File: src/hw/rtl/lgtr_pkg.sv
package lgtr_pkg;

	localparam int TW          = 6;
	localparam int TOPIC_DEPTH = 64;
	localparam int CNT_W       = 24;
	localparam int PRI_W       = 24;
	localparam int OPND_W      = 41;
	localparam int PROD_W      = 82;
	localparam int NUM_W       = 98;
	localparam int DEN_W       = 41;
	localparam int WGT_W       = 64;
	localparam int TOT_W       = 70;
	localparam int VB_W        = 37;
	localparam int FRAC_W      = 32;

	localparam logic [1:0] CFG_TOPIC_COUNT = 2'd0;
	localparam logic [1:0] CFG_VOCAB_SIZE  = 2'd1;
	localparam logic [1:0] CFG_ALPHA       = 2'd2;
	localparam logic [1:0] CFG_BETA        = 2'd3;

	localparam logic [6:0]       RST_TOPIC_COUNT = 7'd64;
	localparam logic [12:0]      RST_VOCAB_SIZE  = 13'd4096;
	localparam logic [PRI_W-1:0] RST_ALPHA       = 24'd6554;
	localparam logic [PRI_W-1:0] RST_BETA        = 24'd655;

	typedef enum logic [4:0] {
		OP_CLEAR,
		OP_IDLE,
		OP_CHECK,
		OP_RD_OLD,
		OP_DEC,
		OP_W_RD,
		OP_W_LD,
		OP_MUL0,
		OP_MUL1,
		OP_MUL2,
		OP_DIV_GO,
		OP_NONE,
		OP_W_ACC,
		OP_TH0,
		OP_TH1,
		OP_TH2,
		OP_TH3,
		OP_P_RD,
		OP_P_CHK,
		OP_INC_RD,
		OP_INC_WR,
		OP_OUT
	} op_t;

	typedef enum logic [4:0] {
		ST_CLEAR,
		ST_IDLE,
		ST_CHECK,
		ST_RD_OLD,
		ST_DEC,
		ST_W_RD,
		ST_W_LD,
		ST_MUL0,
		ST_MUL1,
		ST_MUL2,
		ST_DIV_GO,
		ST_DIV_WAIT,
		ST_W_ACC,
		ST_TH0,
		ST_TH1,
		ST_TH2,
		ST_TH3,
		ST_P_RD,
		ST_P_CHK,
		ST_INC_RD,
		ST_INC_WR,
		ST_DONE
	} state_t;

	typedef struct packed {
		op_t op;
	} cmd_t;

	typedef struct packed {
		logic clear_last;
		logic range_ok;
		logic func_add;
		logic k_last;
		logic hit;
		logic den_zero;
		logic div_done;
		logic out_free;
	} status_t;

endpackage

File: src/hw/rtl/lgtr_ctrl.sv
module lgtr_ctrl (
	input  logic              clk,
	input  logic              arst_n,
	input  logic              in_valid,
	input  lgtr_pkg::status_t status,
	output lgtr_pkg::cmd_t    cmd,
	output logic              in_ready
);

	lgtr_pkg::state_t state_q;
	lgtr_pkg::state_t state_d;

	always_ff @(posedge clk or negedge arst_n) begin
		if (!arst_n) begin
			state_q <= lgtr_pkg::ST_CLEAR;
		end else begin
			state_q <= state_d;
		end
	end

	always_comb begin
		state_d = state_q;
		case (state_q)
			lgtr_pkg::ST_CLEAR: begin
				if (status.clear_last) state_d = lgtr_pkg::ST_IDLE;
			end
			lgtr_pkg::ST_IDLE: begin
				if (in_valid) state_d = lgtr_pkg::ST_CHECK;
			end
			lgtr_pkg::ST_CHECK: begin
				if (!status.range_ok) state_d = lgtr_pkg::ST_DONE;
				else if (status.func_add) state_d = lgtr_pkg::ST_INC_RD;
				else state_d = lgtr_pkg::ST_RD_OLD;
			end
			lgtr_pkg::ST_RD_OLD: state_d = lgtr_pkg::ST_DEC;
			lgtr_pkg::ST_DEC:    state_d = lgtr_pkg::ST_W_RD;
			lgtr_pkg::ST_W_RD:   state_d = lgtr_pkg::ST_W_LD;
			lgtr_pkg::ST_W_LD:   state_d = lgtr_pkg::ST_MUL0;
			lgtr_pkg::ST_MUL0:   state_d = lgtr_pkg::ST_MUL1;
			lgtr_pkg::ST_MUL1:   state_d = lgtr_pkg::ST_MUL2;
			lgtr_pkg::ST_MUL2:   state_d = lgtr_pkg::ST_DIV_GO;
			lgtr_pkg::ST_DIV_GO: begin
				state_d = status.den_zero ? lgtr_pkg::ST_W_ACC : lgtr_pkg::ST_DIV_WAIT;
			end
			lgtr_pkg::ST_DIV_WAIT: begin
				if (status.div_done) state_d = lgtr_pkg::ST_W_ACC;
			end
			lgtr_pkg::ST_W_ACC: begin
				state_d = status.k_last ? lgtr_pkg::ST_TH0 : lgtr_pkg::ST_W_RD;
			end
			lgtr_pkg::ST_TH0: state_d = lgtr_pkg::ST_TH1;
			lgtr_pkg::ST_TH1: state_d = lgtr_pkg::ST_TH2;
			lgtr_pkg::ST_TH2: state_d = lgtr_pkg::ST_TH3;
			lgtr_pkg::ST_TH3: state_d = lgtr_pkg::ST_P_RD;
			lgtr_pkg::ST_P_RD: state_d = lgtr_pkg::ST_P_CHK;
			lgtr_pkg::ST_P_CHK: begin
				if (status.hit || status.k_last) state_d = lgtr_pkg::ST_INC_RD;
				else state_d = lgtr_pkg::ST_P_RD;
			end
			lgtr_pkg::ST_INC_RD: state_d = lgtr_pkg::ST_INC_WR;
			lgtr_pkg::ST_INC_WR: state_d = lgtr_pkg::ST_DONE;
			lgtr_pkg::ST_DONE: begin
				if (status.out_free) state_d = lgtr_pkg::ST_IDLE;
			end
			default: state_d = lgtr_pkg::ST_IDLE;
		endcase
	end

	always_comb begin
		cmd.op = lgtr_pkg::OP_NONE;
		case (state_q)
			lgtr_pkg::ST_CLEAR:    cmd.op = lgtr_pkg::OP_CLEAR;
			lgtr_pkg::ST_IDLE:     cmd.op = lgtr_pkg::OP_IDLE;
			lgtr_pkg::ST_CHECK:    cmd.op = lgtr_pkg::OP_CHECK;
			lgtr_pkg::ST_RD_OLD:   cmd.op = lgtr_pkg::OP_RD_OLD;
			lgtr_pkg::ST_DEC:      cmd.op = lgtr_pkg::OP_DEC;
			lgtr_pkg::ST_W_RD:     cmd.op = lgtr_pkg::OP_W_RD;
			lgtr_pkg::ST_W_LD:     cmd.op = lgtr_pkg::OP_W_LD;
			lgtr_pkg::ST_MUL0:     cmd.op = lgtr_pkg::OP_MUL0;
			lgtr_pkg::ST_MUL1:     cmd.op = lgtr_pkg::OP_MUL1;
			lgtr_pkg::ST_MUL2:     cmd.op = lgtr_pkg::OP_MUL2;
			lgtr_pkg::ST_DIV_GO:   cmd.op = lgtr_pkg::OP_DIV_GO;
			lgtr_pkg::ST_DIV_WAIT: cmd.op = lgtr_pkg::OP_NONE;
			lgtr_pkg::ST_W_ACC:    cmd.op = lgtr_pkg::OP_W_ACC;
			lgtr_pkg::ST_TH0:      cmd.op = lgtr_pkg::OP_TH0;
			lgtr_pkg::ST_TH1:      cmd.op = lgtr_pkg::OP_TH1;
			lgtr_pkg::ST_TH2:      cmd.op = lgtr_pkg::OP_TH2;
			lgtr_pkg::ST_TH3:      cmd.op = lgtr_pkg::OP_TH3;
			lgtr_pkg::ST_P_RD:     cmd.op = lgtr_pkg::OP_P_RD;
			lgtr_pkg::ST_P_CHK:    cmd.op = lgtr_pkg::OP_P_CHK;
			lgtr_pkg::ST_INC_RD:   cmd.op = lgtr_pkg::OP_INC_RD;
			lgtr_pkg::ST_INC_WR:   cmd.op = lgtr_pkg::OP_INC_WR;
			lgtr_pkg::ST_DONE: begin
				cmd.op = status.out_free ? lgtr_pkg::OP_OUT : lgtr_pkg::OP_NONE;
			end
			default: cmd.op = lgtr_pkg::OP_NONE;
		endcase
	end

	assign in_ready = state_q == lgtr_pkg::ST_IDLE;

endmodule

File: config.mk
export PLATFORM = sky130hd
export DESIGN_NAME = lgtr_ctrl
export DESIGN_NICKNAME = d
export VERILOG_FILES = /design/src/hw/rtl/lgtr_pkg.sv /design/src/hw/rtl/lgtr_ctrl.sv
export SDC_FILE = /design/constraint.sdc
export NUM_CORES = 1
export LEC_CHECK = 0
export BUFFER_PORTS_ARGS = -buffer_cell sky130_fd_sc_hd__buf_2
export CORE_MARGIN = 2
export CORE_UTILIZATION = 45
export DETAILED_ROUTE_END_ITERATION = 10
export GPL_ROUTABILITY_DRIVEN = 0
export PLACE_DENSITY = 0.68
export SLEW_MARGIN = 20
export SYNTH_ARGS = -nofsm -noshare
export SYNTH_HDL_FRONTEND = slang
export SYNTH_SLANG_ARGS = --single-unit
File: constraint.sdc
create_clock -name clk -period 1.1 [get_ports clk]
set_input_delay 0.165 -clock clk [delete_from_list [all_inputs] [get_ports clk]]
set_output_delay 0.165 -clock clk [all_outputs]
set_load 0.005 [all_outputs]
### After elaboration in Yosys (flattened, before gate mapping)

Index checks and enable logic that the tools add are counted.
Widths: inputs -> output; s select.

* register bits: 5
* input bits: 11
* output and inout port bits: 6
* logic and storage cells: 41

* equality and inequality tests: 25
* mux-type cells: 12
* reductions and logical operators: 3

Operator list (number)
* $pmux 5 s22: 1
* $pmux 5 s21: 1
* $eq 5x4->1 const B: 8
* $mux 5: 7
* $eq 5x5->1 const B: 6
* $eq 5x3->1 const B: 4
* $eq 5x2->1 const B: 2
* $ne 2x2->1 const B: 4
* $eq 5x1->1 const B: 1
* $logic_not 5->1: 1
* $mux 4: 1
* $reduce_and 4->1: 1
* $mux 3: 1
* $mux 2: 1
* $logic_or 1x1->1: 1

### Logic depth before layout (Yosys ltp)

* word-level depth: 3
* gate-level depth with buffers: 6
* depth with buffers taken out: 4

### Worst setup path after synthesis

OpenSTA, ideal clock, no wires.

* kind: reg-to-output
* start point: register state_q[1]
* end point: output cmd[3] (netlist bit)
* arrival: 1.024 ns
* slack: -0.089 ns
* cell stages (with the launch flop): 5
* path buffers: 2
* path through: dfrtp_1 > buf_6 > buf_4 > nand2b_1 > a31o_2

RTL lines
* from (decl): line lgtr_ctrl.sv:10 `lgtr_pkg::state_t state_q;`
* from (signal assigned): line lgtr_ctrl.sv:15 `state_q <= lgtr_pkg::ST_CLEAR;`
* from (signal assigned): line lgtr_ctrl.sv:17 `state_q <= state_d;`
* to (decl): line lgtr_ctrl.sv:6 `output lgtr_pkg::cmd_t cmd,`

==> flow_summary.toml <==
[outcome]
status = "finished, violations left"
failed_checks = "setup timing"

[grt]
grt_start_max_net_pins = 8
grt_pass1_vias = 799
gr-total-overflow = 0
antenna_found_initial = 0
gr-usage-all-layers = 0.299
grt_pass1_wl_mm = 3.91

[min_path]
hold_path.class = "in2reg"

[route]
drc_errors = 0
vias_per_cell = 6.58
finalWirelength_mm = 3.40
drtIter0Drc = 49
detail-route-antenna-nets = 0
wl_per_cell_microns = 24.5
via_count = 915
drt_pass1_iterations = 4

[logic_synthesis]
synth_common_cells = "8 x buf_6, 7 x nand2b_1, 6 x a21oi_1"
ys_top_cells_by_area = "dfrtp_1 19%, buf_6 14%, nand2b_1 6.6%"
yosys.area.top_type = "dfrtp_1"
syn-num-nets = 86
synthArstFlopShare = 1.00
synth.top_cell.area_share = 0.189
ys_warn_count = 0
synthCells = 75
synth_ff_type = "dfrtp_1"
yosysMostFrequentCell = "buf_6"
syn_avg_cell_area_sq_um = 8.84
synth_edf_count = 0
syn_area_sq_um = 663
ys_ff_latch = 5
synth-seq-area-share = 0.189
synth.distinct_cells = 36

[cts]
cts_tree = "yes"
clock-sinks = 5
root_buffer = "clkbuf_4"
insertion_delay_ns = 0.27
cts.clk_slew.worst_paths_ns = 0.06
htreeDepth = 1
cts_made_buffers = 3
cts_buffer_depth = 2

[sta]
worst_slack_ns = -0.449
skew_ns = 0.0111
finalCritPeriodShare = 1.41
hold-worst-slack_ns = 0.294
maxSlewHeadroom = 0.737
setup_violations = 11
grt_setup_unrepaired = "yes"
finalSetupTns_ns = -4.05
fin_crit_ns = 1.55
finalHoldViolCount = 0
fmax_mhz = 646
slew_viol_final = 0
tightest_slew_ns = 0.390

[worst_setup_path]
start_kind = "flip-flop"
path_class = "reg2out"
cp.required_ns = 0.94
cp_max_fo = 6
arrival_ns = 1.38
crit_path_end_kind = "output pin"

[floorplanning]
io_pins = 17
coreArea_sq_um = 1330
die-area_sq_um = 1800
dieWidth_microns = 42.4
fp-row-count = 13
die_h_microns = 42.4
initial_core_util = 0.497

[finish]
reg_top3 = "state_q (5)"
largest_register = "state_q"
syn2layout_area_growth_pct = 83.4
fill_cells = 54
largest_register_ffs = 5
nNetsFinal = 136
utilization = 0.912
insertedDiodeCount = 0
drive_gt1_frac = 0.702

[placed_design]
port_buffers = 16
hpwl_mm = 1.17

[power_and_ir_drop]
irDropWorstVdd_v = 0.00238
p_total_mw = 4.08
comb_power_share = 0.820
sw_frac_of_total = 0.457
seq_power_share = 0.119
intPower_mw = 2.21
power_switching_mw = 1.87
total_leakage_power_nw = 0.564
powerDensity_nw_per_um2 = 3350
clkPwrFrac = 0.062

[job]
drv_cap = 0
==> cell usage in the layout, fill, tap and decap left out, types with 3 or more instances in the layout <==
cell	n
buf_4	23
buf_6	14
clkbuf_4	3
a21oi_1	4
a21o_1	4
dfrtp_2	4
buf_2	14
nand2b_1	5
==> routing by layer <==
layer | wire length (microns) | GRT usage | part of all wire
met5 | 0 | 0 | 0
met3 | 345 | 0.0948 | 0.10
met2 | 1660 | 0.489 | 0.49
met4 | 171 | 0.100 | 0.050
met1 | 1230 | 0.369 | 0.36
==> logic make-up (layout without fill, tap and decap cells) <==
group | Yosys count | in the layout | share of synthesized area
compound gates | 28 | 28 | 0.281
simple gates | 32 | 32 | 0.362
buf+inv | 10 | 59 | 0.168
flops | 5 | 5 | 0.189
==> power groups by stage <==
stage | Sequential [mW] | Clock [mW] | Combinational [mW]
2_1_floorplan | 0.317 | 0 | 1.40
3_3_place_gp | 0.482 | 0 | 1.64
3_5_place_dp | 0.490 | 0 | 1.68
4_1_cts | 0.441 | 0.221 | 2.50
5_1_grt | 0.483 | 0.261 | 3.47
6_report | 0.484 | 0.251 | 3.35
==> worst paths after layout <==
check                      depth (start not counted)  slack, ns          to       start
hold reg to reg                                    2       0.70  state_q[3]  state_q[4]
setup / recovery                                   4      -0.45      cmd[4]  state_q[4]
max in group asynchronous                          2       0.64  state_q[3]      arst_n
hold / removal                                     4       0.29  state_q[1]   status[1]
setup reg to reg                                   6      -0.45  state_q[1]  state_q[1]
min in group asynchronous                          2       0.30  state_q[4]      arst_n
==> final cells by class <==
| type | count | area [sq um] | area share |
|---|---|---|---|
| Multi-Input combinational cell | 60 | 581 | 0.477 |
| Timing Repair Buffer | 55 | 460 | 0.379 |
| Sequential cell | 5 | 130 | 0.107 |
| Clock buffer | 4 | 26.3 | 0.0216 |
| Tap cell | 15 | 18.8 | 0.0154 |
==> per-stage QoR <==
step                      setup slack, ns  std cells  instance area, sq um
after floorplan                   -0.0569         75                   667
after global placement             -0.266        114                   798
after detailed placement           -0.331        114                   798
after CTS                          -0.467        136                  1060
after global routing               -0.478        139                  1220
final                              -0.449        139                  1220
==> timing repair <==
item | CTS | global route
endpoints found under the setup margin | 11 | 11
hold endpoints to repair | 5 | 0
setup buffers | 17 | 3
pin swaps | 11 | 14
gates cloned | 0 | 0
resized for setup | 26 | 25
hold buffers | 1 | 0
==> worst max-delay path, cell delays in order (launching register included) <==
cell     delay [ns]
dfrtp_2        0.47
or2b_1         0.28
buf_6          0.12
a21oi_2        0.10
buf_2          0.13
Note: power is estimated with default switching activity, not from simulation.
